## src/hw/rtl/smtc_pkg.sv

```systemverilog
// Shared constants and the token type for the subarray mean threshold counter.
// Used by smtc_head, smtc_cell, smtc_tail and the top level. No dependencies.
package smtc_pkg;

   // Depth of the prefix store, one cell per stored prefix.
   localparam int MAX_ITEMS = 1024;

   // Field widths of the stream payload and the threshold register.
   localparam int SAMPLE_W  = 32;
   localparam int PREFIX_W  = 64;
   localparam int COUNT_W   = 20;

   // Number of stored prefixes, 0 to MAX_ITEMS.
   localparam int FILL_W    = $clog2(MAX_ITEMS + 1);
   // Cells still to compare before the write slot, 0 to MAX_ITEMS-1.
   localparam int REM_W     = (MAX_ITEMS > 1) ? $clog2(MAX_ITEMS) : 1;
   // Per-sample match count, 0 to MAX_ITEMS (initial zero prefix included).
   localparam int CNT_W     = $clog2(MAX_ITEMS + 2);

   // Saturation value of the running total.
   localparam logic [COUNT_W-1:0] COUNT_MAX = {COUNT_W{1'b1}};

   // One sample in flight along the chain of cells.
   typedef struct packed {
      logic                       valid;   // a sample occupies this slot
      logic signed [PREFIX_W-1:0] prefix;  // prefix sum of this sample
      logic [CNT_W-1:0]           cnt;     // stored prefixes <= prefix so far
      logic [REM_W-1:0]           rem;     // cells left to compare
      logic                       wr;      // prefix still has to be stored
      logic                       last;    // sample ends the sequence
      logic                       ovf;     // sequence has gone past the store
      logic                       skip;    // sample ignored, store was full
   } token_type;

endpackage

```

## src/hw/rtl/smtc_cell.sv

```systemverilog
// One cell of the prefix chain: holds one stored prefix, compares each
// passing token against it or takes the token's prefix. Depends on smtc_pkg.
module smtc_cell (
   input  logic                clock,
   input  logic                reset,
   input  logic                advance,
   input  smtc_pkg::token_type tok_i,
   output smtc_pkg::token_type tok_ff
);

   logic signed [smtc_pkg::PREFIX_W-1:0] prefix_ff, prefix_in;
   smtc_pkg::token_type                  tok_in;
   logic                                 store;

   // Compare while cells remain, otherwise store at the first free cell.
   always_comb begin
      tok_in    = tok_i;
      store     = 1'b0;
      prefix_in = prefix_ff;
      if (tok_i.valid) begin
         if (tok_i.rem != smtc_pkg::REM_W'(0)) begin
            tok_in.cnt = tok_i.cnt + smtc_pkg::CNT_W'(prefix_ff <= tok_i.prefix);
            tok_in.rem = tok_i.rem - smtc_pkg::REM_W'(1);
         end else if (tok_i.wr) begin
            store     = 1'b1;
            prefix_in = tok_i.prefix;
            tok_in.wr = 1'b0;
         end
      end
   end

   // Stored prefix, written once per sequence.
   always_ff @(posedge clock) begin
      if (advance && store) begin
         prefix_ff <= prefix_in;
      end
   end

   always_ff @(posedge clock) begin
      if (reset) begin
         tok_ff.valid <= 1'b0;
      end else if (advance) begin
         tok_ff <= tok_in;
      end
   end

endmodule

```

## config.mk

```make
export PLATFORM = sky130hd
export DESIGN_NAME = smtc_cell
export DESIGN_NICKNAME = d
export VERILOG_FILES = /design/src/hw/rtl/smtc_pkg.sv /design/src/hw/rtl/smtc_cell.sv
export SDC_FILE = /design/constraint.sdc
export NUM_CORES = 1
export LEC_CHECK = 0
export BUFFER_PORTS_ARGS = -buffer_cell sky130_fd_sc_hd__buf_2
export CORE_ASPECT_RATIO = 0.75
export CORE_MARGIN = 1
export CORE_UTILIZATION = 50
export DETAILED_ROUTE_END_ITERATION = 10
export PLACE_DENSITY = 0.8
export SYNTH_ARGS = -nofsm -noshare
export SYNTH_HDL_FRONTEND = slang
export SYNTH_SLANG_ARGS = --single-unit
```

## constraint.sdc

```tcl
create_clock -name clock -period 11.09 [get_ports clock]
set_input_delay 2.218 -clock clock [delete_from_list [all_inputs] [get_ports clock]]
set_output_delay 2.218 -clock clock [all_outputs]
set_load 0.05 [all_outputs]
```

**Yosys cells after proc, flatten, opt, wreduce, memory -nomap -nowiden**

Index checks and enable logic that the tools add are counted.

- $add $sub $neg: 2
- Order comparisons: 1
- Mux-type cells: 6
- Bitwise gates (word level): 2
- Reduce and logical (&&, ||, !) cells: 4

Operators with widths:

| operator | count |
|---|---|
| $le 64x64->1 | 1 |
| $mux 22 | 1 |
| $mux 21 | 1 |
| $add 11x1->11 | 1 |
| $reduce_bool 10->1 | 1 |
| $sub 10x1->10 const B | 1 |
| $mux 1 | 4 |
| $reduce_and 4->1 | 1 |
| $not 1->1 | 2 |
| $reduce_and 2->1 | 1 |
| $logic_and 1x1->1 | 1 |

- Bits in registers: 154
- Output and inout port bits: 90
- Word-level logic and storage cells: 24

**Depth between registers and ports, before layout**

Gate-level depths: netlist of run 1.

- Depth after elaboration: 5
- Depth in mapped cells: 14
- Depth with buffers taken out: 14

**Worst setup path before layout of run 1**

OpenSTA, ideal clock, no wires.

- Path kind: input to register
- Start point: input port reset
- End point: register tok_ff[0] in the netlist's numbering, enable pin
- Setup time: 0.549 ns
- Arrival time: 6.181 ns
- Setup slack: 4.360 ns
- Cell stages on the path: 1
- Buffers on the path: 0
- Path through: nor2b_1

- Cells in the longest elaborated chain, start to end: 2

Ends and longest elaborated chain:

| item | line | RTL |
|---|---|---|
| from (decl) | smtc_cell.sv:5 | `input logic reset,` |
| $not 1->1 (no source line) | - |  |
| $reduce_and 2->1 (no source line) | - |  |
| to (signal assigned) | smtc_cell.sv:43 | `tok_ff <= tok_in;` |
| to (decl) | smtc_cell.sv:8 | `output smtc_pkg::token_type tok_ff` |

No other way between the ends.
A chain may end at the register's enable or synchronous reset.

==> results of run 1 <==
## stage by stage
| stage | power (W) | setup WS, ps | hold WS [ps] |
|---|---|---|---|
| after detailed placement | 0.000857 | 5770 | 493 |
| after CTS | 0.00140 | 6200 | 510 |
| final | 0.00139 | 6200 | 503 |
| after floorplan | 0.000801 | 4360 | 733 |
| after global routing | 0.00143 | 6060 | 568 |
| after global placement | 0.000851 | 5810 | 476 |
## layer usage
layer | share of wire (%) | routed length (um) | vias to the layer above
li1 | - | - | 2094
met1 | 43 | 5850 | 2098
met2 | 46 | 6360 | 192
met3 | 9.4 | 1280 | 17
met4 | 1.6 | 214 | 0
met5 | 0 | 0 | -
## how the worst max path moves through the flow
stage,start,to,cells past startpoint
4_1_cts,tok_i[80],tok_ff[24],15
3_3_place_gp,tok_i[78],tok_ff[24],15
2_1_floorplan,reset,tok_ff[0],1
5_1_grt,tok_i[83],tok_ff[24],15
3_5_place_dp,tok_i[78],tok_ff[24],15
6_report,tok_i[80],tok_ff[24],15
## flip-flops by register name, summed over array words and instances, names as in the netlist
name	cells
tok_ff	90
prefix_ff	64
## worst reg2reg max path, cell delays in order, from the launching register on
cell      delay (ps)
edfxtp_1         380
ha_1             320
a21oi_1          140
o21ai_0          110
a221oi_1         380
o211a_1          230
o221ai_1         130
a221oi_1         260
mux2_2           390
ha_1             200
ha_1             230
nand2_1          110
nor2_1            70
xor2_1           130
## cell type report
class / instances / area, um2 / share of cell area [%]
sequential: 154 / 4610 / 54.9
multi-input combinational: 227 / 1860 / 22.1
timing repair buffer: 184 / 926 / 11.0
clock buffer: 21 / 440 / 5.24
inverter: 68 / 255 / 3.03
tap: 171 / 214 / 2.54
clock inverter: 11 / 104 / 1.23
## logic make-up (layout without fill, tap and decap cells)
logic type	count (synthesis)	count (layout)
compound gates	49	49
simple gates	88	88
buf+inv	69	284
flops	154	154
fa+ha+maj	67	67
xor+xnor	16	16
mux	7	7
## cells in the mapped netlist
master and n:
ha_1 67, dfxtp_1 1, and3_1 5, nor3b_1 1, inv_1 68, edfxtp_1 153
nor4_1 4, buf_6 1, xor2_1 5, nand4_2 2, nor2_4 1, a21o_1 6
nor3_1 5, nand3_1 12, or4_4 1, nor2b_1 4, xnor2_1 11, and4_1 2
a21boi_1 1, nor4_4 1, o221ai_1 1, o21ai_0 7, nand4b_1 1, a221oi_1 4
a21oi_1 26, mux2i_1 2, o211a_1 1, nor2_1 8, nand4_1 19, nand2_1 22
mux2_2 5, a211oi_1 3
## report_power, final
part / switching, W / internal (W)
combinational: 0.000128 / 0.0000448
clock: 0.000217 / 0.000326
sequential: 0.00000514 / 0.000666
total: 0.000350 / 0.00104
==> impl_metrics.ini, run 1 <==
[route]
vias = 4401
wl_mm = 13.7
dr.pass1.iters = 4
viasPerCell = 5.26
ant_nets = 0
wl_per_cell_um = 16.4
drc = 0
drt_iter0_markers = 193

[clock_tree]
clock_sinks = 154
post_cts_buffers = 0
ctsHoldBuffers = 0
clk_pin_slew_ps = 60
cts_resized = 0
clockBufferDepth = 2
cts_buffers = 17
root_buffer = clkbuf_16
htree_levels = 4
clock_latency_ps = 430
cts_tree = yes

[critical_path]
worst_path_most_repeated_cell = ha_1
crit_path_end_kind = flip-flop
slowest_delay_ps = 390
cp.required_ps = 11260
reg2reg_slack_ps = 7770
path_buf_inv = 2
rr_endpoint = tok_ff[24]
cp_top_family = compound AO/OA/AOI/OAI gates
crit_path_start_kind = input port
crit_type = input port to flip-flop
reg2reg_from = prefix_ff[55]
critPathMaxFanout = 4
crit_path_cell_trace = buf_2 > inv_1 > ha_1 > a21oi_1 > o21ai_0 > a221oi_1 > o211a_1 > o221ai_1 > a221oi_1 > mux2_2 > ha_1 > ha_1 > nand2_1 > nor2_1 > xor2_1
crit_arrival_ps = 5060
r2r_cells = 13
slowest_stage = mux2_2

[place]
placed_cell_area_mm2 = 0.00787
hpwl_mm = 9.87
globalplace.congestion = 0.796
place_inst = 804
numPortBuffers = 182

[logic_synthesis]
synthTopCellsByArea = edfxtp_1 (68%), ha_1 (12%), inv_1 (3.8%)
ys_seq_elements = 154
synth_top_family_by_area = adder cells
syn-num-nets = 610
yosysTopAreaCell = edfxtp_1
netlist_area_mm2 = 0.00673
syn_area_per_cell_um2 = 15.0
yosys.area_share.simple_pct = 7.44
synth_compound_area_share_pct = 4.37
ys_warn_count = 0
synthAdderAreaFrac_pct = 12.5
synth_cells = 450
synth_xor_area_share_pct = 2.08
synth_top_area_share_pct = 68.3
ys_types = 32
synthMuxAreaShare_pct = 1.13
ys_seq_area_share_pct = 68.6

[floorplan]
rows = 36
pin_count = 183
die_y_um = 102
fp.dieW_um = 136
initial_core_util_pct = 51.5
die_area_mm2 = 0.0139
coreArea_mm2 = 0.0131

[layout]
finish.utilization_pct = 64.4
antenna_cells = 0
design_area_mm2 = 0.00841
fin_cells = 836
layout-area-overhead-vs-synth_pct = 25.0
drive_gt1_share_pct = 32.9
layout_common_cells = buf_2 (182), edfxtp_1 (153), inv_1 (68)
nNetsFinal = 812
mostFrequentLayoutCell = buf_2
fillers = 969

[flow_run]
max-cap-violations = 0

[sta]
finalClockSkew_ps = 7.02
relSlewSlack_pct = 24.9
worstMarginPinSlew_ps = 1130
fin_crit_ps = 4890
timing_hold_violations_final = 0
rsz0062_at_grt = no
setup_viol = 0
fin_crit_sh_pct = 44.1
finalSetupTns_ps = 0
slew_violations = 0
fmax_ghz = 0.204

[pwr]
p_leak_nw = 3.65
ir_drop_mv = 0.157
power_density_mw_per_mm2 = 165

[hold_path]
min_path_cells = 2
min_delay_worst_endpoint = tok_ff[89]
hold_start = tok_ff[89]
hp-class = flip-flop to flip-flop

[global_route]
grt_start_max_net_pins = 90
grt.met3_usage_pct = 7.59
grt.busiest_layer = met2
antenna_found_initial = 0
use_met2_pct = 33.9
grt_use_total_pct = 21.0
grt_overflow_total = 0
grt_pass1_wl_mm = 21.3
grtUsageMet1_pct = 25.3
grt_pass1_vias = 4314

[status]
status = finished clean
(Power assumes the default switching activity.)
==> run 2: changes to the inputs <==
--- a/config.mk
+++ b/config.mk
@@ -5,10 +5,11 @@
 export SDC_FILE = /design/constraint.sdc
 export NUM_CORES = 1
 export LEC_CHECK = 0
+export ABC_AREA = 1
 export BUFFER_PORTS_ARGS = -buffer_cell sky130_fd_sc_hd__buf_2
 export CORE_ASPECT_RATIO = 0.75
 export CORE_MARGIN = 1
-export CORE_UTILIZATION = 50
+export CORE_UTILIZATION = 48
 export DETAILED_ROUTE_END_ITERATION = 10
 export PLACE_DENSITY = 0.8
 export SYNTH_ARGS = -nofsm -noshare
==> constraint.sdc (replaced) <==
create_clock -name clock -period 4.2 [get_ports clock]
set_input_delay 0.84 -clock clock [delete_from_list [all_inputs] [get_ports clock]]
set_output_delay 0.84 -clock clock [all_outputs]
set_load 0.05 [all_outputs]
==> run 2 against run 1 <==
Effect of this change: synthesized cell count up 24%; combinational power rose to 2.7 times the previous value; first-iteration DRC count down 5.7%; clock skew up 8.1 ps; largest power group unchanged; sequential power rose to 2.6 times the previous value; via count up 3.8%; sequential share of layout area down 2.0 points.
==> impl_metrics.ini, run 2 <==
[pwr]
power_density_mw_per_mm2 = 427
internal_power_w = 0.00275
p_leak_nw = 3.98
clkPwrFrac_pct = 39.9
power_frac_seq_pct = 47.6
p_sw_w = 0.000972
combPwrFrac_pct = 12.6
switching_share_pct = 26.1
ir_drop_mv = 0.265

[critical_path]
critPathMaxFanout = 4
worst_path_most_repeated_cell = nand2_1
crit_arrival_ps = 3250
crit_path_start_kind = input port
slowest_delay_ps = 280
cp.depth = 19
slowest_stage = ha_1
r2r_cells = 17
crit_path_end_kind = flip-flop
reg2reg_from = prefix_ff[55]
path_buf_inv = 3
cp.required_ps = 4360
cp_top_family = simple AND/OR/NAND/NOR gates
cp-startpoint = tok_i[80]
crit_type = input port to flip-flop
reg2reg_slack_ps = 1320
crit_path_cell_trace = buf_2 > inv_1 > ha_1 > nand2_1 > nor2_1 > nand2_1 > nor3b_1 > and3b_1 > nand2_1 > nand2_1 > nand2_1 > nand3_1 > ha_1 > ha_1 > inv_1 > nor2_4 > nand2_1 > nor3b_1 > nor2_1

[floorplan]
fp.dieW_um = 141
die_y_um = 106
rows = 37
die_area_mm2 = 0.0150
initial_core_util_pct = 49.9
coreArea_mm2 = 0.0139
pin_count = 183

[place]
globalplace.congestion = 0.790
place_inst = 935
hpwl_mm = 9.48
place_ws_ps = 656
numPortBuffers = 182

[sta]
finalSetupTns_ps = 0
setup_slack_ps = 1110
fin_crit_ps = 3090
fin_crit_sh_pct = 73.6
fmax_ghz = 0.324
setup_viol = 0
rsz0062_at_grt = no
relSlewSlack_pct = 41.2
slew_violations = 0
worstMarginPinSlew_ps = 882
timing_hold_violations_final = 0
finalClockSkew_ps = 15.1

[clock_tree]
cts_buffers = 17
root_buffer = clkbuf_16
cts_tree = yes
clock_latency_ps = 420
clock_sinks = 154
ctsHoldBuffers = 0
clockBufferDepth = 2
htree_levels = 4
cts_resized = 0
clk_pin_slew_ps = 60
post_cts_buffers = 0

[logic_synthesis]
postSynth.asyncResetShare_pct = 0
synthTopCellsByArea = edfxtp_1 (66%), ha_1 (12%), nand2_1 (5.9%)
ys_seq_elements = 154
synth_top_area_share_pct = 66.0
ys_seq_area_share_pct = 66.3
synth_cells = 557
synthAdderAreaFrac_pct = 12.0
syn-num-nets = 717
netlist_area_mm2 = 0.00696
synth_edf_count = 153
ys_warn_count = 0
syn_area_per_cell_um2 = 12.5
synth_compound_area_share_pct = 3.00
yosysTopAreaCell = edfxtp_1
ys_types = 27
synth.most_common_cell = edfxtp_1
ys_dominant_reg_cell = edfxtp_1
synth_xor_area_share_pct = 1.89
synth_commonest_cells = edfxtp_1 (153), nand2_1 (109), inv_1 (105)
synthMuxAreaShare_pct = 0
yosys.area_share.simple_pct = 10.8
synth_top_family_by_area = adder cells

[global_route]
grt_pass1_wl_mm = 21.0
grt_use_total_pct = 18.7
antenna_found_initial = 0
grt_overflow_total = 0
grt_pass1_vias = 4387
grt_start_max_net_pins = 70

[route]
wl_mm = 13.2
vias = 4569
drt_iter0_markers = 182
dr.pass1.iters = 7
ant_nets = 0
drc = 0
wl_per_cell_um = 13.7
viasPerCell = 4.72

[layout]
fillers = 1069
largest_reg_flops = 90
mostFrequentLayoutCell = buf_2
finish.utilization_pct = 62.6
fin_cells = 967
top_register = tok_ff
multiInputGateArea_mm2 = 0.00195
regArea_mm2 = 0.00461
drive_gt1_share_pct = 29.4
top_regs = tok_ff x90, prefix_ff x64
antenna_cells = 0
layout_common_cells = buf_2 (182), edfxtp_1 (153), nand2_1 (109)
nNetsFinal = 919
layout-area-overhead-vs-synth_pct = 25.4

[hold_path]
hold_start = tok_ff[89]
min_path_cells = 2
hp-class = flip-flop to flip-flop

[status]
status = finished clean

[flow_run]
max-cap-violations = 0
[run 2: cell types whose count changed after synthesis, moves of 7 or more]
cell	delta
nand4_1	-11
nand2_1	+87
nor2_1	+22
xor2_1	+7
inv_1	+37
xnor2_1	-8
[run 2: kinds of logic (layout without fill, tap and decap cells)]
logic type | count (synthesis) | count (layout)
AOI/OAI and AO/OA | 39 | 39
xor gates and xnor gates | 15 | 15
adders and majority gates | 67 | 67
buffers and inverters | 109 | 324
DFF | 154 | 154
and+or+nand+nor | 173 | 173
[run 2: final timing paths]
check / end
worst max register to register: tok_ff[24]
worst min-delay path: tok_ff[89]
worst min register to register: tok_ff[89]
worst max-delay path: tok_ff[24]
[run 2: final cells by class]
| cell class | instances | share of cell area [%] |
|---|---|---|
| Clock buffer | 18 | 4.92 |
| Clock inverter | 14 | 1.68 |
| Inverter | 108 | 4.65 |
| Multi-Input combinational cell | 294 | 22.3 |
| Sequential cell | 154 | 52.9 |
| Tap cell | 195 | 2.80 |
| Timing Repair Buffer | 184 | 10.8 |
[run 2: worst register-to-register path: cells and delay by family (launching register included)]
family / cells / cell delay [ps]
adders and majority gates: 3 / 650
buffers and inverters: 1 / 60
and+or+nand+nor: 13 / 1570
DFF: 1 / 360
[run 2: per-stage QoR]
stage / hold slack, ps / power, W / area, um2
after floorplan: 674 / 0.00213 / 6970
after global placement: 447 / 0.00226 / 8150
after detailed placement: 455 / 0.00227 / 8150
after CTS: 464 / 0.00375 / 8720
after global routing: 472 / 0.00386 / 8720
final: 463 / 0.00372 / 8720
[run 2: power groups by stage]
stage               sequential [W]  combinational, W  clock (W)
finish                     0.00177          0.000468    0.00149
global route               0.00178          0.000505    0.00158
CTS                        0.00177          0.000472    0.00151
detailed placement         0.00180          0.000469          0
global placement           0.00180          0.000460          0
floorplan                  0.00202          0.000108          0
[run 2: routing by layer]
metal	GRT usage, %	share of wire, %	up-vias
li1	-	-	2294
met1	25.4	48	2128
met2	28.9	46	133
met3	4.37	4.7	14
met4	7.76	1.3	0
met5	0	0	-
==> run 3: changes to the inputs <==
==> constraint.sdc (replaced) <==
create_clock -name clock -period 2.8 [get_ports clock]
set_input_delay 0.56 -clock clock [delete_from_list [all_inputs] [get_ports clock]]
set_output_delay 0.56 -clock clock [all_outputs]
set_load 0.05 [all_outputs]
==> run 3 against run 2 <==
Effect of this change: die area unchanged; largest power group unchanged; sequential share of layout area shrank 3.9 points; utilization grew 5.0 points; combinational power grew 67%; critical path depth shrank 2; critical endpoint unchanged; sequential power up 50%.
==> impl_metrics.ini, run 3 (synthesis gave the netlist of run 2 again) <==
[sta]
slew_violations = 0
fin_crit_ps = 2750
finalClockSkew_ps = 9.62
fin_crit_sh_pct = 98.1
setup_slack_ps = 53.5
rsz0062_at_grt = yes
fmax_ghz = 0.364
setup_viol = 0
worstMarginPinSlew_ps = 415
relSlewSlack_pct = 72.3
timing_hold_violations_final = 0

[global_route]
grt_start_max_net_pins = 73
grt_use_total_pct = 18.9
grt_pass1_vias = 4630
grt_pass1_wl_mm = 21.6
grt_overflow_total = 0
antenna_found_initial = 0

[route]
ant_nets = 0
wl_mm = 14.2
met3_length_um = 698
drc = 0
vias = 4831
drt_iter0_markers = 202
viasPerCell = 4.74
wl_met2_mm = 6.83
met1_length_mm = 6.41
wl_per_cell_um = 14.0
dr.pass1.iters = 4
top_layer_used = met4

[layout]
finish.utilization_pct = 67.6
multiInputGateArea_mm2 = 0.00214
antenna_cells = 0
largest_reg_flops = 90
fillers = 993
nNetsFinal = 971
layout_common_cells = buf_2 (182), edfxtp_1 (153), inv_1 (100)
top_regs = tok_ff x90, prefix_ff x64
layout-area-overhead-vs-synth_pct = 35.5
top_register = tok_ff
drive_gt1_share_pct = 38.5
mostFrequentLayoutCell = buf_2
regArea_mm2 = 0.00461

[critical_path]
critPathMaxFanout = 4
crit_arrival_ps = 2900
crit_path_start_kind = flip-flop
crit_type = flip-flop to flip-flop
crit_path_end_kind = flip-flop
cp.required_ps = 2950

[clock_tree]
cts_tree = yes
clock_latency_ps = 400
clk_pin_slew_ps = 60
root_buffer = clkbuf_16
clockBufferDepth = 2
clock_sinks = 154
htree_levels = 4
cts_buffers = 17

[place]
hpwl_mm = 10.3
numPortBuffers = 182
globalplace.congestion = 0.841
place_ws_ps = -432

[floorplan]
pin_count = 183
die_area_mm2 = 0.0150
initial_core_util_pct = 49.9
die_y_um = 106
fp.dieW_um = 141
rows = 37
coreArea_mm2 = 0.0139

[pwr]
switching_share_pct = 24.6
clkPwrFrac_pct = 42.1
combPwrFrac_pct = 13.1
power_frac_seq_pct = 44.8
internal_power_w = 0.00448
power_density_mw_per_mm2 = 630
ir_drop_mv = 0.402
p_sw_w = 0.00146
p_leak_nw = 4.33

[flow_run]
max-cap-violations = 0

[status]
status = finished clean

[hold_path]
hp-class = input port to flip-flop
run 3: layout make-up:
| cell class | count | area share [%] |
|---|---|---|
| tap | 195 | 2.59 |
| inverter | 108 | 4.51 |
| clock inverter | 11 | 2.06 |
| timing repair buffer | 236 | 14.4 |
| sequential | 154 | 49.0 |
| clock buffer | 21 | 4.78 |
| multi-input combinational | 294 | 22.8 |
run 3: path summary, 6_finish.rpt:
check	start	to	slack [ps]	cells past startpoint
worst max register to register	prefix_ff[53]	tok_ff[24]	50	17
worst min-delay path	tok_i[1]	tok_ff[1]	340	1
worst max-delay path	prefix_ff[53]	tok_ff[24]	50	17
worst min register to register	tok_ff[89]	tok_ff[89]	460	2
run 3: power by group through the flow:
stage               Combinational, W  Sequential [W]  Clock, W
floorplan                   0.000166         0.00302         0
global placement            0.000739         0.00270         0
detailed placement          0.000756         0.00271         0
CTS                         0.000763         0.00266   0.00254
global route                0.000835         0.00266   0.00263
finish                      0.000780         0.00266   0.00250
run 3: worst max-delay path, stage by stage, from the launching register on:
cell and delay (ps):
edfxtp_1 420, ha_4 290, nand2_2 70, nor2_4 120, nand2_2 80, nor3b_4 210, and3b_2 240, nand2_2 50
nand2_1 50, nand2_1 60, nand3_2 80, ha_4 170, ha_4 130, inv_2 40, nor2_4 130, nand2_4 90
nor3b_2 190, nor2_1 80
run 3: metrics by stage:
stage	TNS [ps]	std cells	hold WS [ps]	area, um2	total power [W]
2_1_floorplan	-27280	557	629	7010	0.00319
3_3_place_gp	-1980	984	448	8570	0.00344
3_5_place_dp	-3110	984	450	8570	0.00346
4_1_cts	0	1017	323	9240	0.00596
5_1_grt	-238	1019	324	9430	0.00613
6_report	0	1019	340	9430	0.00594
run 3: metal layers:
| metal | vias up | global-route usage (%) |
|---|---|---|
| met5 | - | 0 |
| met4 | 0 | 6.37 |
| met3 | 25 | 4.37 |
| met2 | 143 | 31.6 |
| met1 | 2268 | 24.3 |
| li1 | 2395 | - |
run 3: what timing repair did:
item,in CTS,in global routing
setup buffers,1,2
hold buffers,0,0
pin swaps,2,30
endpoints found under the setup margin,7,8
resized for setup,5,37
