===== src/hw/rtl/smtc_pkg.sv =====
// Shared constants and the token type for the subarray mean threshold counter.
// Used by smtc_head, smtc_cell, smtc_tail and the top level. No dependencies.
package smtc_pkg;

   // Depth of the prefix store, one cell per stored prefix.
   localparam int MAX_ITEMS = 1024;

   // Field widths of the stream payload and the threshold register.
   localparam int SAMPLE_W  = 32;
   localparam int PREFIX_W  = 64;
   localparam int COUNT_W   = 20;

   // Number of stored prefixes, 0 to MAX_ITEMS.
   localparam int FILL_W    = $clog2(MAX_ITEMS + 1);
   // Cells still to compare before the write slot, 0 to MAX_ITEMS-1.
   localparam int REM_W     = (MAX_ITEMS > 1) ? $clog2(MAX_ITEMS) : 1;
   // Per-sample match count, 0 to MAX_ITEMS (initial zero prefix included).
   localparam int CNT_W     = $clog2(MAX_ITEMS + 2);

   // Saturation value of the running total.
   localparam logic [COUNT_W-1:0] COUNT_MAX = {COUNT_W{1'b1}};

   // One sample in flight along the chain of cells.
   typedef struct packed {
      logic                       valid;   // a sample occupies this slot
      logic signed [PREFIX_W-1:0] prefix;  // prefix sum of this sample
      logic [CNT_W-1:0]           cnt;     // stored prefixes <= prefix so far
      logic [REM_W-1:0]           rem;     // cells left to compare
      logic                       wr;      // prefix still has to be stored
      logic                       last;    // sample ends the sequence
      logic                       ovf;     // sequence has gone past the store
      logic                       skip;    // sample ignored, store was full
   } token_type;

endpackage


===== src/hw/rtl/smtc_head.sv =====
// Entry stage: forms the prefix sum of each sample and launches its token.
// Depends on smtc_pkg for widths and the token type.
module smtc_head (
   input  logic                                   clock,
   input  logic                                   reset,
   input  logic                                   advance,
   input  logic                                   accept,
   input  logic [smtc_pkg::SAMPLE_W-1:0]          sample,
   input  logic                                   last,
   input  logic signed [smtc_pkg::SAMPLE_W-1:0]   threshold,
   output smtc_pkg::token_type                    tok_ff
);

   logic signed [smtc_pkg::PREFIX_W-1:0] acc_ff, acc_in;
   logic [smtc_pkg::FILL_W-1:0]          fill_ff, fill_in;
   logic                                 ovf_ff, ovf_in;
   smtc_pkg::token_type                  tok_in;

   logic                                 full;
   logic signed [smtc_pkg::PREFIX_W-1:0] diff;
   logic signed [smtc_pkg::PREFIX_W-1:0] prefix;

   // Prefix sum of the new sample, relative to the threshold.
   assign full   = (fill_ff == smtc_pkg::FILL_W'(smtc_pkg::MAX_ITEMS));
   assign diff   = smtc_pkg::PREFIX_W'(signed'(sample))
                 - smtc_pkg::PREFIX_W'(threshold);
   assign prefix = acc_ff + diff;

   // Sequence state: running prefix, fill level and overflow mark.
   always_comb begin
      acc_in  = acc_ff;
      fill_in = fill_ff;
      ovf_in  = ovf_ff;
      if (accept) begin
         if (full) begin
            ovf_in = 1'b1;
         end else begin
            acc_in  = prefix;
            fill_in = fill_ff + smtc_pkg::FILL_W'(1);
         end
         if (last) begin
            acc_in  = '0;
            fill_in = '0;
            ovf_in  = 1'b0;
         end
      end
   end

   // Token for the chain; the initial zero prefix counts as one match.
   always_comb begin
      tok_in        = tok_ff;
      tok_in.valid  = accept;
      tok_in.prefix = prefix;
      tok_in.last   = last;
      tok_in.ovf    = ovf_ff | full;
      tok_in.skip   = full;
      if (full) begin
         tok_in.cnt = '0;
         tok_in.rem = '0;
         tok_in.wr  = 1'b0;
      end else begin
         tok_in.cnt = smtc_pkg::CNT_W'(prefix >= 0);
         tok_in.rem = fill_ff[smtc_pkg::REM_W-1:0];
         tok_in.wr  = 1'b1;
      end
   end

   always_ff @(posedge clock) begin
      if (reset) begin
         acc_ff  <= '0;
         fill_ff <= '0;
         ovf_ff  <= 1'b0;
      end else begin
         acc_ff  <= acc_in;
         fill_ff <= fill_in;
         ovf_ff  <= ovf_in;
      end
   end

   always_ff @(posedge clock) begin
      if (reset) begin
         tok_ff.valid <= 1'b0;
      end else if (advance) begin
         tok_ff <= tok_in;
      end
   end

endmodule


===== config.mk =====
export PLATFORM = sky130hd
export DESIGN_NAME = smtc_head
export DESIGN_NICKNAME = d
export VERILOG_FILES = /design/src/hw/rtl/smtc_pkg.sv /design/src/hw/rtl/smtc_head.sv
export SDC_FILE = /design/constraint.sdc
export NUM_CORES = 1
export LEC_CHECK = 0
export ABC_AREA = 1
export ABC_CLOCK_PERIOD_IN_PS = 5800
export BUFFER_PORTS_ARGS = -buffer_cell sky130_fd_sc_hd__buf_2
export CAP_MARGIN = 20
export CORE_MARGIN = 2
export CORE_UTILIZATION = 55
export DETAILED_ROUTE_END_ITERATION = 10
export PLACE_DENSITY = 0.76
export SETUP_SLACK_MARGIN = 0.1
export SYNTH_ARGS = -nofsm -noshare
export SYNTH_HDL_FRONTEND = slang
export SYNTH_SLANG_ARGS = --single-unit

===== constraint.sdc =====
create_clock -name clock -period 5.8 [get_ports clock]
set_input_delay 1.16 -clock clock [delete_from_list [all_inputs] [get_ports clock]]
set_output_delay 1.16 -clock clock [all_outputs]
set_load 0.02 [all_outputs]

# Yosys cells after proc, flatten, opt, wreduce, memory -nomap -nowiden
# Cells that the tools add are included.
# totals
ff_bits	166
elab_cells	31
mem_count	0
ram_bits	0
out_inout_bits	90
inputBits	69
romBits	0
latch_bits	0
# op_classes
n_shift	0
add_sub_neg	3
muxes	7
n_bitwise	2
magnitude_cmp	1
mul	0
div	0
eq_ne	2
n_reduce_logical	4
# op_table
operator	n
two-way mux 64 bit	2
adder 64 x 33 -> 64 bit	1
greater-or-equal comparator 64 x 1 -> 1 bit, second input constant	1
subtractor 32 x 32 -> 33 bit	1
two-way mux 11 bit	2
adder 11 x 1 -> 11 bit, second input constant	1
== test 11 bit, second input constant	1
AND reduction 2 bit	3
two-way mux 1 bit	3
inequality test 2 bit, second input constant	1
nonzero test 2 bit	1
inverter 1 bit	1
bitwise OR 1 bit	1

# Logic depth before layout (Yosys ltp)
# Gate-level depths: netlist of run 1.
# depth
ltp_word	4
mapped_depth	20
depth_no_buf	20

# Least setup slack after synthesis of run 1
# No wires, ideal clock.
# synth_path
path_type	input-to-reg
startpoint	in reset
endpoint	reg tok_ff[0] (netlist name), enable pin
n_path_buf	2
cell_stages	3
t_required_ns	5.281
t_arrival_ns	4.855
path_slack_ns	0.426
setup_ns	0.519
path_cell_list	clkbuf_1 > clkbuf_1 > nor2_1
# synth_via
elab_chain_len	2
# synth_lines
item	line_no	rtl
start, declared	smtc_head.sv:5	input logic reset,
inverter 1 bit (no source line)	n/a	
AND reduction 2 bit (no source line)	n/a	
end signal, assigned	smtc_head.sv:84	tok_ff <= tok_in;
end, declared	smtc_head.sv:11	output smtc_pkg::token_type tok_ff
# No other way between the ends.
# A chain may end at the register's enable or synchronous reset.

# Worst setup path after layout of run 1
# layout_path
startpoint	in sample[31] (netlist name)
endpoint	reg tok_ff[86] (netlist name) (data pin)
# layout_via
elab_chain_len	2
# layout_lines
item	line_no	rtl
start, declared	smtc_head.sv:8	input logic [smtc_pkg::SAMPLE_W-1:0] sample,
subtractor 32 x 32 -> 33 bit	smtc_head.sv:26	- smtc_pkg::PREFIX_W'(threshold);
adder 64 x 33 -> 64 bit	smtc_head.sv:27	assign prefix = acc_ff + diff;
named net prefix (one bit)	smtc_head.sv:21	logic signed [smtc_pkg::PREFIX_W-1:0] prefix;
# The timed path passes the listed nets, and every way through them passes these cells.

==> results of run 1 <==
==> registers in the layout (all words and copies together), names as in the netlist <==
signal	cells
acc_ff	64
fill_ff	11
ovf_ff	1
tok_ff	80
==> area by class of cell <==
type | instances | area share
clock buffers | 17 | 0.0281
clock inverters | 15 | 0.0104
inverters | 536 | 0.133
multi-input cells | 1298 | 0.489
flip-flops and latches | 156 | 0.259
well taps | 324 | 0.0268
repair buffers | 155 | 0.0533
==> worst max path at each step <==
stage / end / from / slack, ps
2_1_floorplan: tok_ff[0]$_DFFE_PP_ / reset / 430
3_3_place_gp: tok_ff[14]$_SDFFCE_PP0P_ / threshold[31] / 1380
3_5_place_dp: tok_ff[14]$_SDFFCE_PP0P_ / threshold[31] / 1350
4_1_cts: tok_ff[14]$_SDFFCE_PP0P_ / threshold[31] / 1800
5_1_grt: tok_ff[14]$_SDFFCE_PP0P_ / threshold[31] / 1530
6_report: tok_ff[86]$_DFFE_PP_ / sample[31] / 1800
==> per-stage QoR <==
stage               hold WS, ps  area [µm²]   util  total power [mW]  worst slack (ps)
finish                      459       15100  0.624              4.86              1800
global route                469       15100  0.624              5.18              1530
CTS                         459       15100  0.624              4.85              1800
global placement            441       14500  0.600              3.66              1380
floorplan                   439       13600      -              3.04               426
detailed placement          448       14500  0.600              3.68              1350
==> cell families (layout without fill, tap and decap cells) <==
group | after synthesis | count (layout)
AO/OA/AOI/OAI | 142 | 142
XOR/XNOR | 36 | 36
adder cells (fa/ha/maj) | 130 | 130
buffers and inverters | 578 | 723
flip-flops | 156 | 156
other | 1 | 10
AND/OR/NAND/NOR | 980 | 980
==> synth_stat cells, types with 6 or more instances <==
cell and instances:
nor3_2 9, nand2_1 657, nand2_2 25, inv_1 528
dfxtp_1 77, nand4_1 21, o21ai_0 12, buf_4 12
a21oi_1 122, clkbuf_1 16, inv_2 6, nor3_1 11
xor2_1 30, ha_1 67, nand3_1 74, nor2_1 112
and2_1 32, edfxtp_1 79, nor2_2 16, fa_1 63
buf_6 9, nand3b_1 17
==> report_power, final <==
part	switching (mW)	internal, mW
registers	0.0473	1.37
clock network	0.552	0.610
logic	1.57	0.721
==> routing by layer <==
| metal | global-route usage | part of all wire | vias up |
|---|---|---|---|
| met3 | 0.0378 | 0.062 | 77 |
| met2 | 0.479 | 0.44 | 395 |
| met5 | 0 | 0 | - |
| met1 | 0.426 | 0.46 | 5545 |
| li1 | - | - | 6271 |
| met4 | 0.127 | 0.038 | 0 |
==> worst register-to-register path, cell delays in order, from the launching register on <==
cell and delay (ps):
dfxtp_1 330, inv_1 50, ha_1 260, inv_1 60
ha_1 260, inv_1 90, fa_1 410, inv_1 110
nand3_1 90, nand2_2 130, nand2_1 70, nand2_2 140
nand2_1 70, nand2_1 200, nand2_1 110, nand2_2 220
nand2_1 150, nand2_1 90, nand2_1 70, and2_1 140
==> layout by cell type (no fill, tap or decap), types with 2 or more instances in the layout <==
master / instances
xor2_2: 4
inv_8: 4
nand3_2: 2
nor3_2: 9
edfxtp_1: 79
ha_1: 67
clkinv_4: 2
o21ai_1: 2
inv_2: 7
nand3_1: 74
nand3b_1: 17
buf_2: 148
clkbuf_16: 17
nor2_2: 15
nor2_4: 2
o21bai_1: 3
and2_1: 32
xnor2_1: 2
fa_1: 63
nor3_1: 11
nand2_1: 657
xor2_1: 30
inv_1: 527
clkinv_2: 3
o21ai_0: 12
nor2_1: 111
nand2_2: 25
buf_4: 6
dfxtp_1: 77
nand4_1: 21
a21oi_1: 122
inv_6: 4
conb_1: 10
==> impl_metrics.env, run 1 <==
export IMPL_async_flop_share=0
export IMPL_multiInputGateArea_mm2=0.00740
export IMPL_nNetsFinal=2363
export IMPL_period_share=0.689
export IMPL_seq_area_frac_synth=0.289
export IMPL_crit_chain="buf_2, inv_2, buf_12, fa_1, inv_1, ha_1, nand2_1, inv_1, nand2_1, nand2_1, a21oi_1, nand2_1, a21oi_1, nand3_1, and2_1"
export IMPL_dr_pass1_iters=6
export IMPL_cp_num_buf_inv=5
export IMPL_cts_tree="built"
export IMPL_post_cts_resized=0
export IMPL_start_kind="primary input"
export IMPL_syn_inst=2023
export IMPL_critPathMaxFanout=23
export IMPL_status="finished, final reports clean"
export IMPL_grt_pass1_wl_mm=61.0
export IMPL_netlist_area_mm2=0.0136
export IMPL_numPortBuffers=148
export IMPL_min_path_cells=2
export IMPL_ios=159
export IMPL_avgSynthCellArea_um2=6.70
export IMPL_finalHoldViolations=0
export IMPL_die_x_um=161
export IMPL_slew_headroom=0.381
export IMPL_cts_setup_buffers=0
export IMPL_cp_end_kind="flop"
export IMPL_globalRouteOverflowTotal=0
export IMPL_grt_pass1_vias=11759
export IMPL_dieArea_mm2=0.0259
export IMPL_synth_compound_area_frac=0.0536
export IMPL_drc=0
export IMPL_root_buffer="clkbuf_16"
export IMPL_synth_top_family_by_area="simple AND/OR/NAND/NOR gates"
export IMPL_area_growth_pct=11.5
export IMPL_muxShareOfSynthArea=0
export IMPL_cts_buffers=17
export IMPL_grt_max_degree=72
export IMPL_r2r_start="acc_ff[0]$_SDFFE_PP0P_"
export IMPL_tns_ps=0
export IMPL_synth_edf_count=79
export IMPL_fin_cells=2501
export IMPL_grt_usage=0.304
export IMPL_yosys_most_used_dff="edfxtp_1"
export IMPL_drv_slew=0
export IMPL_wl_per_cell_um=15.5
export IMPL_ys_ff_latch=156
export IMPL_htreeDepth=4
export IMPL_hp_start="tok_ff[89]$_SDFFE_PP0P_"
export IMPL_period_needed_ps=4000
export IMPL_clk_pin_slew_ps=70
export IMPL_die_h_um=161
export IMPL_vdd_ir_drop_worst_uv=159
export IMPL_hpwl_mm=31.2
export IMPL_p_per_area_mw_per_mm2=322
export IMPL_path_depth=15
export IMPL_cp_arrival_ps=4190
export IMPL_crit_top_cell="nand2_1"
export IMPL_slowest_stage="fa_1"
export IMPL_clk_latency_ps=440
export IMPL_dpl_cell_count=2469
export IMPL_core_area_mm2=0.0242
export IMPL_hp_class="reg2reg"
export IMPL_yosys_warnings=0
export IMPL_setup_viol=0
export IMPL_cap_violations=0
export IMPL_routed_wirelength_mm=38.7
export IMPL_drive_gt1_frac=0.117
export IMPL_timing_rr_end="tok_ff[85]$_DFFE_PP_"
export IMPL_rr_worst_depth=19
export IMPL_yosys_area_top_type="nand2_1"
export IMPL_cts_hold_buf=0
export IMPL_place_congestion=0.987
export IMPL_slowest_delay_ps=440
export IMPL_fmax_mhz=250
export IMPL_hold_end="tok_ff[89]$_SDFFE_PP0P_"
export IMPL_cts_buffer_depth=2
export IMPL_worstSetupPathType="in2reg"
export IMPL_ys_types=39
export IMPL_cp_data_required_time_ps=6000
export IMPL_worst_clock_skew_ps=14.6
export IMPL_r2r_slack_ps=2530
export IMPL_synth_adder_area_share=0.155
export IMPL_drtIter0Drc=968
export IMPL_rows=57
export IMPL_synthTopCellsByArea="nand2_1 18%, edfxtp_1 17%, inv_1 15%"
export IMPL_tightestPinTransition_ps=928
export IMPL_vias=12288
export IMPL_n_fill_cell=2387
export IMPL_antenna_found_initial=0
export IMPL_seq_area_mm2=0.00391
export IMPL_synth_xor_area_share=0.0255
export IMPL_via_per_inst=4.91
export IMPL_crit_family="buffers and inverters"
export IMPL_n_antenna_cell=0
export IMPL_ant_nets=0
export IMPL_rsz0062_at_grt="no"
export IMPL_yosys_area_share_simple=0.308
export IMPL_cts_sinks=156
export IMPL_synth_top_area_share=0.182
export IMPL_start_util=0.559
export IMPL_p_leak_nw=8.21
Power figures use the tool's default switching activity.
==> run 2, diff against run 1 <==
--- a/config.mk
+++ b/config.mk
@@ -6,13 +6,13 @@
 export NUM_CORES = 1
 export LEC_CHECK = 0
 export ABC_AREA = 1
-export ABC_CLOCK_PERIOD_IN_PS = 5800
+export ABC_CLOCK_PERIOD_IN_PS = 3300
 export BUFFER_PORTS_ARGS = -buffer_cell sky130_fd_sc_hd__buf_2
 export CAP_MARGIN = 20
 export CORE_MARGIN = 2
 export CORE_UTILIZATION = 55
 export DETAILED_ROUTE_END_ITERATION = 10
-export PLACE_DENSITY = 0.76
+export PLACE_DENSITY = 0.79
 export SETUP_SLACK_MARGIN = 0.1
 export SYNTH_ARGS = -nofsm -noshare
 export SYNTH_HDL_FRONTEND = slang
==> constraint.sdc (replaced) <==
create_clock -name clock -period 3.3 [get_ports clock]
set_input_delay 0.66 -clock clock [delete_from_list [all_inputs] [get_ports clock]]
set_output_delay 0.66 -clock clock [all_outputs]
set_load 0.02 [all_outputs]
==> impl_metrics.env, run 2 (synthesized netlist as in run 1, its figures left out) <==
export IMPL_status="finished, final reports clean"
export IMPL_wl_per_cell_um=15.6
export IMPL_core_area_mm2=0.0242
export IMPL_cap_violations=0
export IMPL_layout_commonest_cell="nand2_1"
export IMPL_slowest_delay_ps=550
export IMPL_drc=0
export IMPL_cts_buffer_depth=2
export IMPL_hold_end="tok_ff[89]$_SDFFE_PP0P_"
export IMPL_die_h_um=161
export IMPL_drtIter0Drc=1059
export IMPL_nNetsFinal=2502
export IMPL_grt_usage=0.325
export IMPL_finalHoldViolations=0
export IMPL_vdd_ir_drop_worst_uv=328
export IMPL_cp_arrival_ps=3310
export IMPL_cts_sinks=156
export IMPL_fmax_mhz=322
export IMPL_start_kind="primary input"
export IMPL_swShare=0.432
export IMPL_dp_slack_ps=-263
export IMPL_place_congestion=1.03
export IMPL_setup_slack_ps=193
export IMPL_numPortBuffers=148
export IMPL_p_sw_mw=4.18
export IMPL_worstSetupPathType="in2reg"
export IMPL_clk_pin_slew_ps=80
export IMPL_slowest_stage="fa_1"
export IMPL_cp_data_required_time_ps=3500
export IMPL_regMostFlops="tok_ff"
export IMPL_grt_pass1_vias=12642
export IMPL_r2r_start="acc_ff[9]$_SDFFE_PP0P_"
export IMPL_critPathMaxFanout=30
export IMPL_period_needed_ps=3110
export IMPL_via_per_inst=4.95
export IMPL_root_buffer="clkbuf_16"
export IMPL_ant_nets=0
export IMPL_dpl_cell_count=2607
export IMPL_cts_hold_buf=0
export IMPL_post_route_util=0.695
export IMPL_dieArea_mm2=0.0259
export IMPL_crit_top_cell="nand2_1"
export IMPL_hold_ws_ps=462
export IMPL_tightestPinTransition_ps=887
export IMPL_globalRouteOverflowTotal=0
export IMPL_comb_power_share=0.527
export IMPL_period_share=0.942
export IMPL_p_leak_nw=8.96
export IMPL_hp_class="reg2reg"
export IMPL_dr_pass1_iters=6
export IMPL_area_growth_pct=24.4
export IMPL_top_regs="tok_ff x80, acc_ff x64, fill_ff x11"
export IMPL_dpl_instance_area_mm2=0.0162
export IMPL_fin_cells=2641
export IMPL_hp_start="tok_ff[89]$_SDFFE_PP0P_"
export IMPL_min_path_cells=2
export IMPL_grt_pass1_wl_mm=65.4
export IMPL_start_util=0.559
export IMPL_total_power_mw=9.67
export IMPL_htreeDepth=4
export IMPL_design_area_mm2=0.0169
export IMPL_cp_end_kind="flop"
export IMPL_intPower_mw=5.49
export IMPL_setup_viol=0
export IMPL_worst_clock_skew_ps=19.4
export IMPL_cts_buffers=17
export IMPL_timing_rr_end="tok_ff[81]$_DFFE_PP_"
export IMPL_drv_slew=0
export IMPL_vias=13066
export IMPL_rr_worst_depth=15
export IMPL_grt_max_degree=72
export IMPL_clkPwrFrac=0.215
export IMPL_clk_latency_ps=450
export IMPL_routed_wirelength_mm=41.3
export IMPL_pwr_share_seq=0.258
export IMPL_crit_chain="buf_2, clkinvlp_4, buf_12, fa_1, inv_1, ha_4, nand2_2, nor2_1, inv_1, nor2_2, buf_4, nand2_1, nor3_2, nand2_1, nand2_1, nand2_1, and2_1"
export IMPL_die_x_um=161
export IMPL_drive_gt1_frac=0.214
export IMPL_n_fill_cell=2160
export IMPL_ios=159
export IMPL_r2r_slack_ps=270
export IMPL_largest_reg_flops=80
export IMPL_tns_ps=0
export IMPL_rsz0062_at_grt="yes"
export IMPL_rows=57
export IMPL_antenna_found_initial=2
export IMPL_hpwl_mm=33.2
export IMPL_slew_headroom=0.408
export IMPL_final_cell_mix="635 x nand2_1, 517 x inv_1, 148 x buf_2"
export IMPL_cts_tree="built"
export IMPL_p_per_area_mw_per_mm2=573
[run 2: worst max-delay path by stage]
stage	start	to	slack (ps)	depth (start not counted)
2_1_floorplan	sample[31]	tok_ff[78]$_DFFE_PP_	-370	14
3_3_place_gp	sample[31]	tok_ff[85]$_DFFE_PP_	-250	15
3_5_place_dp	sample[31]	tok_ff[85]$_DFFE_PP_	-260	15
4_1_cts	sample[31]	tok_ff[85]$_DFFE_PP_	190	15
5_1_grt	sample[31]	tok_ff[78]$_DFFE_PP_	70	17
6_report	sample[31]	tok_ff[85]$_DFFE_PP_	190	17
[run 2: power by group through the flow]
stage                     Clock, mW  Combinational, mW  Sequential, mW
after floorplan                   0               2.96            2.70
after global placement            0               4.87            2.53
after detailed placement          0               4.96            2.53
after CTS                      2.09               4.99            2.49
after global routing           2.16               5.60            2.51
final                          2.08               5.09            2.49
[run 2: area by class of cell]
class                           instances  area (µm²)  area share
Inverter                              536        2020       0.120
Clock inverter                         14         145     0.00861
Multi-Input combinational cell       1298        8040       0.477
Tap cell                              324         405      0.0240
Timing Repair Buffer                  294        1900       0.113
Clock buffer                           18         439      0.0260
Sequential cell                       156        3910       0.232
Antenna cell                            1        2.50    0.000148
[run 2: timing repair]
| action | 4_1_cts | 5_1_grt |
|---|---|---|
| endpoints found under the setup margin | 0 | 17 |
| buffers inserted | 0 | 1 |
| resized for setup | 0 | 14 |
[run 2: routing by layer]
layer / GRT usage / vias up / part of all wire
li1: - / 6541 / -
met1: 0.438 / 5952 / 0.45
met2: 0.529 / 472 / 0.45
met3: 0.0501 / 99 / 0.064
met4: 0.127 / 2 / 0.036
met5: 0 / - / 0.00027
[run 2: worst max-delay path: cells and delay by family]
family / cells / cell delay [ps]
buffers and inverters: 6 / 700
and+or+nand+nor: 9 / 1040
adders and majority gates: 2 / 840
==> run 3, diff against run 2 <==
--- a/config.mk
+++ b/config.mk
@@ -10,9 +10,9 @@
 export BUFFER_PORTS_ARGS = -buffer_cell sky130_fd_sc_hd__buf_2
 export CAP_MARGIN = 20
 export CORE_MARGIN = 2
-export CORE_UTILIZATION = 55
+export CORE_UTILIZATION = 45
 export DETAILED_ROUTE_END_ITERATION = 10
-export PLACE_DENSITY = 0.79
+export PLACE_DENSITY = 0.67
 export SETUP_SLACK_MARGIN = 0.1
 export SYNTH_ARGS = -nofsm -noshare
 export SYNTH_HDL_FRONTEND = slang
==> impl_metrics.env, run 3 (synthesized netlist as in run 1, its figures left out) <==
export IMPL_clk_pin_slew_ps=70
export IMPL_grt_pass1_wl_mm=65.8
export IMPL_cp_arrival_ps=3240
export IMPL_dp_slack_ps=-196
export IMPL_setup_viol=0
export IMPL_post_route_util=0.573
export IMPL_fmax_mhz=331
export IMPL_globalRouteOverflowTotal=0
export IMPL_worstSetupPathType="reg2reg"
export IMPL_routed_wirelength_mm=41.3
export IMPL_die_h_um=178
export IMPL_drc=0
export IMPL_dieArea_mm2=0.0315
export IMPL_drtIter0Drc=1085
export IMPL_cp_data_required_time_ps=3520
export IMPL_largest_reg_flops=80
export IMPL_cts_hold_buf=0
export IMPL_root_buffer="clkbuf_16"
export IMPL_n_antenna_cell=0
export IMPL_p_sw_mw=4.10
export IMPL_rsz0062_at_grt="yes"
export IMPL_grt_usage=0.273
export IMPL_intPower_mw=5.41
export IMPL_comb_power_share=0.535
export IMPL_status="finished, final reports clean"
export IMPL_grt_pass1_vias=12446
export IMPL_min_path_cells=2
export IMPL_drive_gt1_frac=0.216
export IMPL_p_per_area_mw_per_mm2=560
export IMPL_regMostFlops="tok_ff"
export IMPL_critPathMaxFanout=4
export IMPL_cts_buffers=17
export IMPL_setup_slack_ps=276
export IMPL_vias=12874
export IMPL_antenna_found_initial=0
export IMPL_cts_buffer_depth=2
export IMPL_via_per_inst=4.73
export IMPL_ant_nets=0
export IMPL_cts_sinks=156
export IMPL_dr_pass1_iters=8
export IMPL_htreeDepth=4
export IMPL_place_congestion=1.01
export IMPL_worst_clock_skew_ps=18.4
export IMPL_hpwl_mm=33.6
export IMPL_clk_latency_ps=470
export IMPL_cp_end_kind="flop"
export IMPL_slew_headroom=0.422
export IMPL_vdd_ir_drop_worst_uv=384
export IMPL_start_util=0.457
export IMPL_hp_class="reg2reg"
export IMPL_grt_max_degree=72
export IMPL_finalHoldViolations=0
export IMPL_drv_slew=0
export IMPL_wl_per_cell_um=15.2
export IMPL_tns_ps=0
export IMPL_area_growth_pct=25.2
export IMPL_layout_commonest_cell="nand2_1"
export IMPL_cts_tree="built"
export IMPL_pwr_share_seq=0.262
export IMPL_swShare=0.432
export IMPL_period_share=0.916
export IMPL_clkPwrFrac=0.202
export IMPL_rr_worst_depth=16
export IMPL_p_leak_nw=8.98
export IMPL_nNetsFinal=2517
export IMPL_tightestPinTransition_ps=867
export IMPL_numPortBuffers=148
export IMPL_final_cell_mix="637 x nand2_1, 517 x inv_1, 157 x buf_4"
export IMPL_start_kind="flop"
export IMPL_rows=63
export IMPL_core_area_mm2=0.0296
export IMPL_top_regs="tok_ff x80, acc_ff x64, fill_ff x11"
export IMPL_ios=159
export IMPL_cap_violations=0
export IMPL_period_needed_ps=3020
export IMPL_die_x_um=178
[run 3: cell types whose count changed in the layout (fill, tap and decap cells not counted), sizes merged]
cell and change:
buf +15, bufinv -1, clkinv -1, clkinvlp +2, diode -1
[run 3: power by group through the flow]
stage / Sequential (mW) / Clock [mW] / Combinational (mW)
after floorplan: 2.70 / 0 / 2.96
after global placement: 2.53 / 0 / 4.96
after detailed placement: 2.54 / 0 / 5.03
after CTS: 2.50 / 1.96 / 5.07
after global routing: 2.52 / 2.04 / 5.64
final: 2.49 / 1.92 / 5.09
[run 3: per-layer routing]
| metal | GRT usage | vias to the layer above | part of all wire |
|---|---|---|---|
| li1 | - | 6563 | - |
| met1 | 0.374 | 5936 | 0.46 |
| met2 | 0.451 | 336 | 0.46 |
| met3 | 0.0377 | 39 | 0.054 |
| met4 | 0.0745 | 0 | 0.021 |
| met5 | 0 | - | 0 |
[run 3: final timing paths]
path              slack (ps)              startpoint                     end
hold reg to reg          460  acc_ff[8]$_SDFFE_PP0P_  acc_ff[8]$_SDFFE_PP0P_
hold / removal           460  acc_ff[8]$_SDFFE_PP0P_  acc_ff[8]$_SDFFE_PP0P_
setup / recovery         280  acc_ff[1]$_SDFFE_PP0P_    tok_ff[85]$_DFFE_PP_
setup reg to reg         280  acc_ff[1]$_SDFFE_PP0P_    tok_ff[85]$_DFFE_PP_
[run 3: timing repair]
action                                  in CTS  in global routing
setup buffers                                0                  0
resized for setup                            0                  5
endpoints found under the setup margin       0                  6
[run 3: worst max-delay path, cell delays in order (launching register included)]
cell and delay, ps:
dfxtp_1 340, inv_1 50, fa_1 520, fa_1 490, inv_1 110, nand3_1 90
nand2_2 140, nand2_1 110, nand2_4 130, nand2_1 70, nand2_1 140, nand2_1 110
nand2_4 150, nand2_1 100, nand2_1 80, nand2_1 60, and2_1 130
[run 3: stage by stage]
step           cells  power, mW  area (µm²)  hold slack (ps)
2_1_floorplan   2032       5.67       14200              439
3_3_place_gp    2689       7.49       16400              449
3_5_place_dp    2689       7.57       16400              452
4_1_cts         2721       9.53       17000              458
5_1_grt         2721       10.2       17000              477
6_report        2721       9.51       17000              460
[run 3: cell type report]
cell class,count,area (µm²)
repair buffers,309,2000
inverters,536,2020
clock buffers,18,429
clock inverters,14,125
multi-input cells,1298,8000
fillers,2972,12700
well taps,390,488
flip-flops and latches,156,3910
